File: src/rtl/core/plsu_pkg.sv
package plsu_pkg;

  // request codes
  typedef enum logic [2:0] {
    ACT_PUSH_FRONT = 3'd0,
    ACT_PUSH_BACK  = 3'd1,
    ACT_POP_FRONT  = 3'd2,
    ACT_POP_BACK   = 3'd3,
    ACT_INSERT_AT  = 3'd4,
    ACT_ERASE_AT   = 3'd5,
    ACT_CLEAR      = 3'd6,
    ACT_SIZE       = 3'd7
  } action_t;

  // result status codes
  typedef enum logic [1:0] {
    ST_OK    = 2'd0,
    ST_EMPTY = 2'd1,
    ST_FULL  = 2'd2,
    ST_RANGE = 2'd3
  } status_t;

  // what every cell does this cycle
  typedef enum logic [1:0] {
    CELL_HOLD   = 2'd0,
    CELL_INSERT = 2'd1,
    CELL_ERASE  = 2'd2
  } cell_op_t;

  localparam int POS_W = 5;
  localparam int CNT_OUT_W = 5;

  // popping the front of an empty store returns all ones
  localparam logic signed [31:0] POP_FRONT_EMPTY_VALUE = -32'sd1;

  typedef struct packed {
    logic [2:0]         action;
    logic [POS_W-1:0]   position;
    logic signed [31:0] value;
  } in_t;

  typedef struct packed {
    logic signed [31:0]   removed_value;
    logic [CNT_OUT_W-1:0] count;
    logic [1:0]           status;
  } out_t;

  typedef struct packed {
    cell_op_t           op;
    logic signed [31:0] value;
  } cell_cmd_t;

endpackage

File: src/rtl/core/plsu_cell.sv
module plsu_cell
  import plsu_pkg::*;
(
  input  logic               clk,
  input  cell_cmd_t          cmd,
  input  logic               at_eq,
  input  logic               at_ge,
  input  logic signed [31:0] left_i,
  input  logic signed [31:0] right_i,
  output logic signed [31:0] data_o
);

  logic signed [31:0] data_r;
  logic signed [31:0] data_nxt;

  // insert: the target takes the new value, cells past it take the left one
  // erase: the target and cells past it take the right one
  always_comb begin
    data_nxt = data_r;
    case (cmd.op)
      CELL_INSERT: begin
        if (at_eq) begin
          data_nxt = cmd.value;
        end else if (at_ge) begin
          data_nxt = left_i;
        end
      end
      CELL_ERASE: begin
        if (at_ge) begin
          data_nxt = right_i;
        end
      end
      default: begin
        data_nxt = data_r;
      end
    endcase
  end

  always_ff @(posedge clk) begin
    data_r <= data_nxt;
  end

  assign data_o = data_r;

endmodule

File: src/rtl/core/positional_list_store_unit.sv
// channel  | ports                        | payload
// input    | in_valid, in_ready, in_data  | in_t: action, position, value
// result   | out_valid, out_ready, out_data | out_t: removed_value, count, status
//
// one transaction per cycle while no result waits for out_ready: the whole row of
// cells shifts or holds in the cycle the request is accepted, and the result is registered with it
// the removed value comes from a one-hot select over the row before the shift
// reset (rst_n, synchronous) empties the store and drops any pending result
// in_ready stays high unless a result is held waiting for out_ready
module positional_list_store_unit
  import plsu_pkg::*;
#(
  parameter int CAPACITY = 16
) (
  input  logic clk,
  input  logic rst_n,
  input  logic in_valid,
  output logic in_ready,
  input  in_t  in_data,
  output logic out_valid,
  input  logic out_ready,
  output out_t out_data
);

  localparam int CW = $clog2(CAPACITY + 1);
  localparam int PW = (CW > POS_W) ? CW : POS_W;

  logic          out_valid_r;
  out_t          out_data_r;
  logic [CW-1:0] count_r;
  logic [CW-1:0] count_nxt;

  logic               in_fire;
  logic               full;
  logic               empty;
  logic [PW-1:0]      pos_w;
  logic [PW-1:0]      cnt_w;
  logic [PW-1:0]      at;
  cell_op_t           op;
  cell_cmd_t          cmd;
  status_t            status;
  logic signed [31:0] removed;
  logic signed [31:0] sel_value;
  logic [PW-1:0]      cnt_out_w;

  logic signed [31:0] cell_data [CAPACITY];
  logic [CAPACITY-1:0] at_eq;
  logic [CAPACITY-1:0] at_ge;

  assign in_ready = !out_valid_r || out_ready;
  assign in_fire  = in_valid && in_ready;
  assign full     = (count_r == CW'(CAPACITY));
  assign empty    = (count_r == '0);
  assign pos_w    = PW'(in_data.position);
  assign cnt_w    = PW'(count_r);

  // request decode
  always_comb begin
    op        = CELL_HOLD;
    at        = '0;
    status    = ST_OK;
    removed   = '0;
    count_nxt = count_r;
    case (action_t'(in_data.action))
      ACT_PUSH_FRONT: begin
        if (full) begin
          status = ST_FULL;
        end else begin
          op        = CELL_INSERT;
          count_nxt = count_r + CW'(1);
        end
      end
      ACT_PUSH_BACK: begin
        if (full) begin
          status = ST_FULL;
        end else begin
          op        = CELL_INSERT;
          at        = cnt_w;
          count_nxt = count_r + CW'(1);
        end
      end
      ACT_POP_FRONT: begin
        if (empty) begin
          status  = ST_EMPTY;
          removed = POP_FRONT_EMPTY_VALUE;
        end else begin
          op        = CELL_ERASE;
          removed   = sel_value;
          count_nxt = count_r - CW'(1);
        end
      end
      ACT_POP_BACK: begin
        if (empty) begin
          status = ST_EMPTY;
        end else begin
          op        = CELL_ERASE;
          at        = cnt_w - PW'(1);
          removed   = sel_value;
          count_nxt = count_r - CW'(1);
        end
      end
      ACT_INSERT_AT: begin
        if (full) begin
          status = ST_FULL;
        end else if (pos_w > cnt_w) begin
          status = ST_RANGE;
        end else begin
          op        = CELL_INSERT;
          at        = pos_w;
          count_nxt = count_r + CW'(1);
        end
      end
      ACT_ERASE_AT: begin
        if (empty) begin
          status = ST_EMPTY;
        end else if (pos_w >= cnt_w) begin
          status = ST_RANGE;
        end else begin
          op        = CELL_ERASE;
          at        = pos_w;
          removed   = sel_value;
          count_nxt = count_r - CW'(1);
        end
      end
      ACT_CLEAR: begin
        count_nxt = '0;
      end
      default: begin
        count_nxt = count_r;
      end
    endcase
  end

  // cells only move on an accepted transaction
  assign cmd.op    = in_fire ? op : CELL_HOLD;
  assign cmd.value = in_data.value;

  // row of cells with per-cell position compares
  for (genvar i = 0; i < CAPACITY; i++) begin : g_cell
    logic signed [31:0] left_v;
    logic signed [31:0] right_v;

    assign at_eq[i] = (PW'(i) == at);
    assign at_ge[i] = (PW'(i) >= at);

    if (i == 0) begin : g_first
      assign left_v = in_data.value;
    end else begin : g_mid_l
      assign left_v = cell_data[i-1];
    end

    if (i == CAPACITY - 1) begin : g_last
      assign right_v = cell_data[i];
    end else begin : g_mid_r
      assign right_v = cell_data[i+1];
    end

    plsu_cell u_cell (
      .clk     (clk),
      .cmd     (cmd),
      .at_eq   (at_eq[i]),
      .at_ge   (at_ge[i]),
      .left_i  (left_v),
      .right_i (right_v),
      .data_o  (cell_data[i])
    );
  end

  // one-hot select of the entry being removed
  always_comb begin
    sel_value = '0;
    for (int k = 0; k < CAPACITY; k++) begin
      sel_value = sel_value | (cell_data[k] & {32{at_eq[k]}});
    end
  end

  assign cnt_out_w = PW'(count_nxt);

  // fill count and result register
  always_ff @(posedge clk) begin
    if (!rst_n) begin
      count_r     <= '0;
      out_valid_r <= 1'b0;
    end else begin
      if (in_fire) begin
        count_r     <= count_nxt;
        out_valid_r <= 1'b1;
      end else if (out_ready) begin
        out_valid_r <= 1'b0;
      end
    end
  end

  always_ff @(posedge clk) begin
    if (in_fire) begin
      out_data_r.removed_value <= removed;
      out_data_r.count         <= cnt_out_w[CNT_OUT_W-1:0];
      out_data_r.status        <= status;
    end
  end

  assign out_valid = out_valid_r;
  assign out_data  = out_data_r;

`ifndef SYNTHESIS
  a_count_bound: assert property (@(posedge clk) disable iff (!rst_n)
    count_r <= CW'(CAPACITY))
    else $error("fill count above capacity");

  a_full_push: assert property (@(posedge clk) disable iff (!rst_n)
    in_fire && full && (in_data.action == ACT_PUSH_BACK) |=>
      (out_data.status == ST_FULL) && (count_r == $past(count_r)))
    else $error("push on full store changed the count");

  a_pop_dec: assert property (@(posedge clk) disable iff (!rst_n)
    in_fire && !empty && (in_data.action == ACT_POP_FRONT) |=>
      (count_r == $past(count_r) - CW'(1)) && (out_data.status == ST_OK))
    else $error("pop front did not decrement the count");

  a_clear: assert property (@(posedge clk) disable iff (!rst_n)
    in_fire && (in_data.action == ACT_CLEAR) |=> (count_r == '0) && out_valid)
    else $error("clear left entries in the store");
`endif

endmodule
File: config.mk
export PLATFORM = sky130hd
export DESIGN_NAME = positional_list_store_unit
export DESIGN_NICKNAME = d
export VERILOG_FILES = /design/src/rtl/core/plsu_pkg.sv /design/src/rtl/core/plsu_cell.sv /design/src/rtl/core/positional_list_store_unit.sv
export SDC_FILE = /design/constraint.sdc
export NUM_CORES = 1
export LEC_CHECK = 0
export BUFFER_PORTS_ARGS = -buffer_cell sky130_fd_sc_hd__buf_2
export CAP_MARGIN = 20
export CORE_MARGIN = 10
export CORE_UTILIZATION = 30
export DETAILED_ROUTE_END_ITERATION = 12
export GPL_ROUTABILITY_DRIVEN = 1
export PLACE_DENSITY = 0.44
export SYNTH_ARGS = -nofsm -noshare
export SYNTH_HDL_FRONTEND = slang
export SYNTH_SLANG_ARGS = --single-unit
File: constraint.sdc
create_clock -name clk -period 6.77 [get_ports clk]
set_input_delay 0.3385 -clock clk [delete_from_list [all_inputs] [get_ports clk]]
set_output_delay 0.3385 -clock clk [all_outputs]
set_load 0.05 [all_outputs]
==> reports/results.tsv <==
metric	value	unit
cts_tree	yes	
synth-compound-area-share	16.3	%
slowest_stage	a21boi_2	
synth-edff-count	551	
nFillCells	10400	
cp.arrival	5.65	ns
async_flop_share	0	%
synth_xor_area_share	0.0275	%
antenna_found_initial	11	
maxCapViolations	0	
post-route-util	34.3	%
dr_total_vias	25300	
synth_cell_types	78	
areaGrowthSynthToFinish	13.4	%
synth_top_family_by_area	multiplexers	
final-max-slew-violation-count	0	
timing.fmax	187	MHz
end_kind	flip-flop	
drt_iter0_markers	3022	
clk_pin_slew	0.06	ns
synthFlopType	edfxtp_1	
nets	2967	
fin_setup_tns	0	ns
clock_path_buffers	3	
slew_headroom	21.8	%
clock_latency	0.63	ns
drt_wl_total	130000	um
synth.top_cells.by_count	554 x nand2_1, 551 x edfxtp_1, 488 x mux2i_1	
grt_pass1_wl	185000	um
cts_setup_buffers	0	
p_leak	12.4	nW
fin_crit	5.36	ns
post_drt_wl_per_cell	29.9	um
critical-path-max-stage-delay	0.84	ns
clock_sinks	557	
synth_simple_gate_area_share	9.16	%
overflow	0	
avgSynthCellArea	10.9	um^2
rows	119	
die_h	346	um
synth.top_cell.area_share	52.0	%
worst_pin_slew	1.17	ns
drtAntennaViolNets	0	
cts_max_level	3	
start_kind	flip-flop	
drive_gt1_share	13.0	%
synth_nets	2984	
synth.area.mux_share	17.8	%
p_per_area	262	nW/um^2
synth_area_leaders	edfxtp_1 52%, mux2i_1 15%, o21ai_0 6.7%, nand2_1 6.5%, mux2_2 2.4%	
status	complete, no violations	
cts_buffers	70	
cts_root_buf	clkbuf_16	
yosysMostFrequentCell	nand2_1	
path_max_fanout	17	
core_area	105000	um^2
grt_max_degree	239	
path_buf_inv	2	
yosysTopAreaCell	edfxtp_1	
syn_inst	2929	
gp_congestion	0.853	
critPathKind	flip-flop to flip-flop	
dp_hpwl	80300	um
setup_viol	0	
die-area	120000	um^2
finClkSkew	0.0269	ns
avgViaCountPerCell	5.81	
synthAdderAreaFrac	0.432	%
port_buffers	84	
ioPinCount	85	
syn_area	31800	um^2
finalCritPeriodShare	79.2	%
min-delay-path-class	primary input to flip-flop	
final-hold-violation-count	0	
ys_warn_count	0	
grt_use_total	20.7	%
synth-seq-cells	557	
vdd_drop_max	0.000164	V
yosysSeqAreaShare	52.4	%
drc	0	
critPathRequiredTime	7.06	ns
rsz0062_at_grt	false	
grt_pass1_vias	24300	
die_x	346	um
initial_core_util	30.2	%
path_cells	inv_1 > ha_1 > and3_1 > a22o_1 > nor2_2 > a21boi_2 > a221o_1 > buf_4 > o22ai_1 > a2111oi_0 > a41oi_1	
cpLargestDelayFamily	compound AO/OA/AOI/OAI gates	
drtPass1Iterations	6	
worst reg2reg max path, cell delays in order (launching register included):
cell and delay, ns:
dfxtp_1 0.74, inv_1 0.21, ha_1 0.36, and3_1 0.17, a22o_1 0.18, nor2_2 0.22, a21boi_2 0.84, a221o_1 0.76
buf_4 0.47, o22ai_1 0.17, a2111oi_0 0.62, a41oi_1 0.29
metrics by stage:
stage | worst slack, ns | total power, mW | cells | hold slack [ns] | area [um^2]
3_3_place_gp | 1.48 | 5.88 | 4230 | 0.524 | 34000
5_1_grt | 1.04 | 9.78 | 4352 | 0.0588 | 36100
2_1_floorplan | 1.26 | 5.22 | 2929 | 0.467 | 31800
3_5_place_dp | 1.45 | 5.90 | 4230 | 0.546 | 34000
6_report | 1.41 | 9.44 | 4353 | 0.0536 | 36100
4_1_cts | 1.43 | 9.52 | 4352 | 0.0307 | 36100
cell type report:
class / count / area, um^2 / share of cell area, %
well taps: 1391 / 1740 / 4.82
clock inverters: 26 / 189 / 0.524
repair buffers: 170 / 1270 / 3.52
clock buffers: 95 / 1910 / 5.29
flip-flops and latches: 557 / 16700 / 46.2
inverters: 14 / 52.6 / 0.146
diodes: 1 / 2.50 / 0.00693
multi-input cells: 2099 / 14300 / 39.5
sequential cells by signal, indices dropped and copies added (netlist names):
name and flops:
out_valid 1, cnt_w 5, out_data 39, g_cell.u_cell.data_o 512
cell usage in the layout, fill, tap and decap left out, types with 12 or more instances in the layout:
cell type  instances
clkbuf_1          22
clkinv_1          17
o21ai_0          424
a21oi_4           12
mux2_2            68
buf_12            16
mux2i_1          488
and3_1            23
nor2_1            34
a2111oi_0         13
nand2_1          552
a22o_1            32
a41oi_1           13
o21ai_1           60
edfxtp_1         551
a222oi_1          14
a21oi_1           45
buf_4             69
o2bb2ai_1         13
clkbuf_16         73
a221oi_1          38
buf_2             84
a22oi_1           68
a31oi_1           24
layer usage:
layer	part of all wire, %	routed length [um]	track usage (%)
met3	8.1	10600	3.53
met5	0.038	50	0
met1	43	56600	28.7
met4	2.9	3810	6.34
met2	45	59000	32.8
where the power goes:
group	internal, mW	switching, mW	total, mW	leakage [nW]
combinational	0.432	1.02	1.45	6.22
sequential	4.18	0.225	4.40	5.18
clock	2.05	1.54	3.59	1.00
final timing paths:
| path | start | endpoint | slack [ns] | cells after the start |
|---|---|---|---|---|
| max reg2reg | cnt_w[3] | out_data[8] | 1.41 | 11 |
| min | rst_n | cnt_w[3] | 0.05 | 3 |
| min reg2reg | out_valid | out_valid | 0.55 | 2 |
| max | cnt_w[3] | out_data[8] | 1.41 | 11 |
repair_timing:
| item | CTS | global route |
|---|---|---|
| setup endpoints to repair | 0 | 0 |
| gates resized for setup | 0 | 0 |
| endpoints found under the hold margin | 1 | 0 |
| hold buffers | 1 | 0 |
cells by family after synthesis:
kind of cell,after synthesis
fa+ha+maj,11
xor+xnor,1
flops,557
mux,556
compound gates,836
simple gates,695
buf+inv,273
Power figures use the tool's default switching activity.
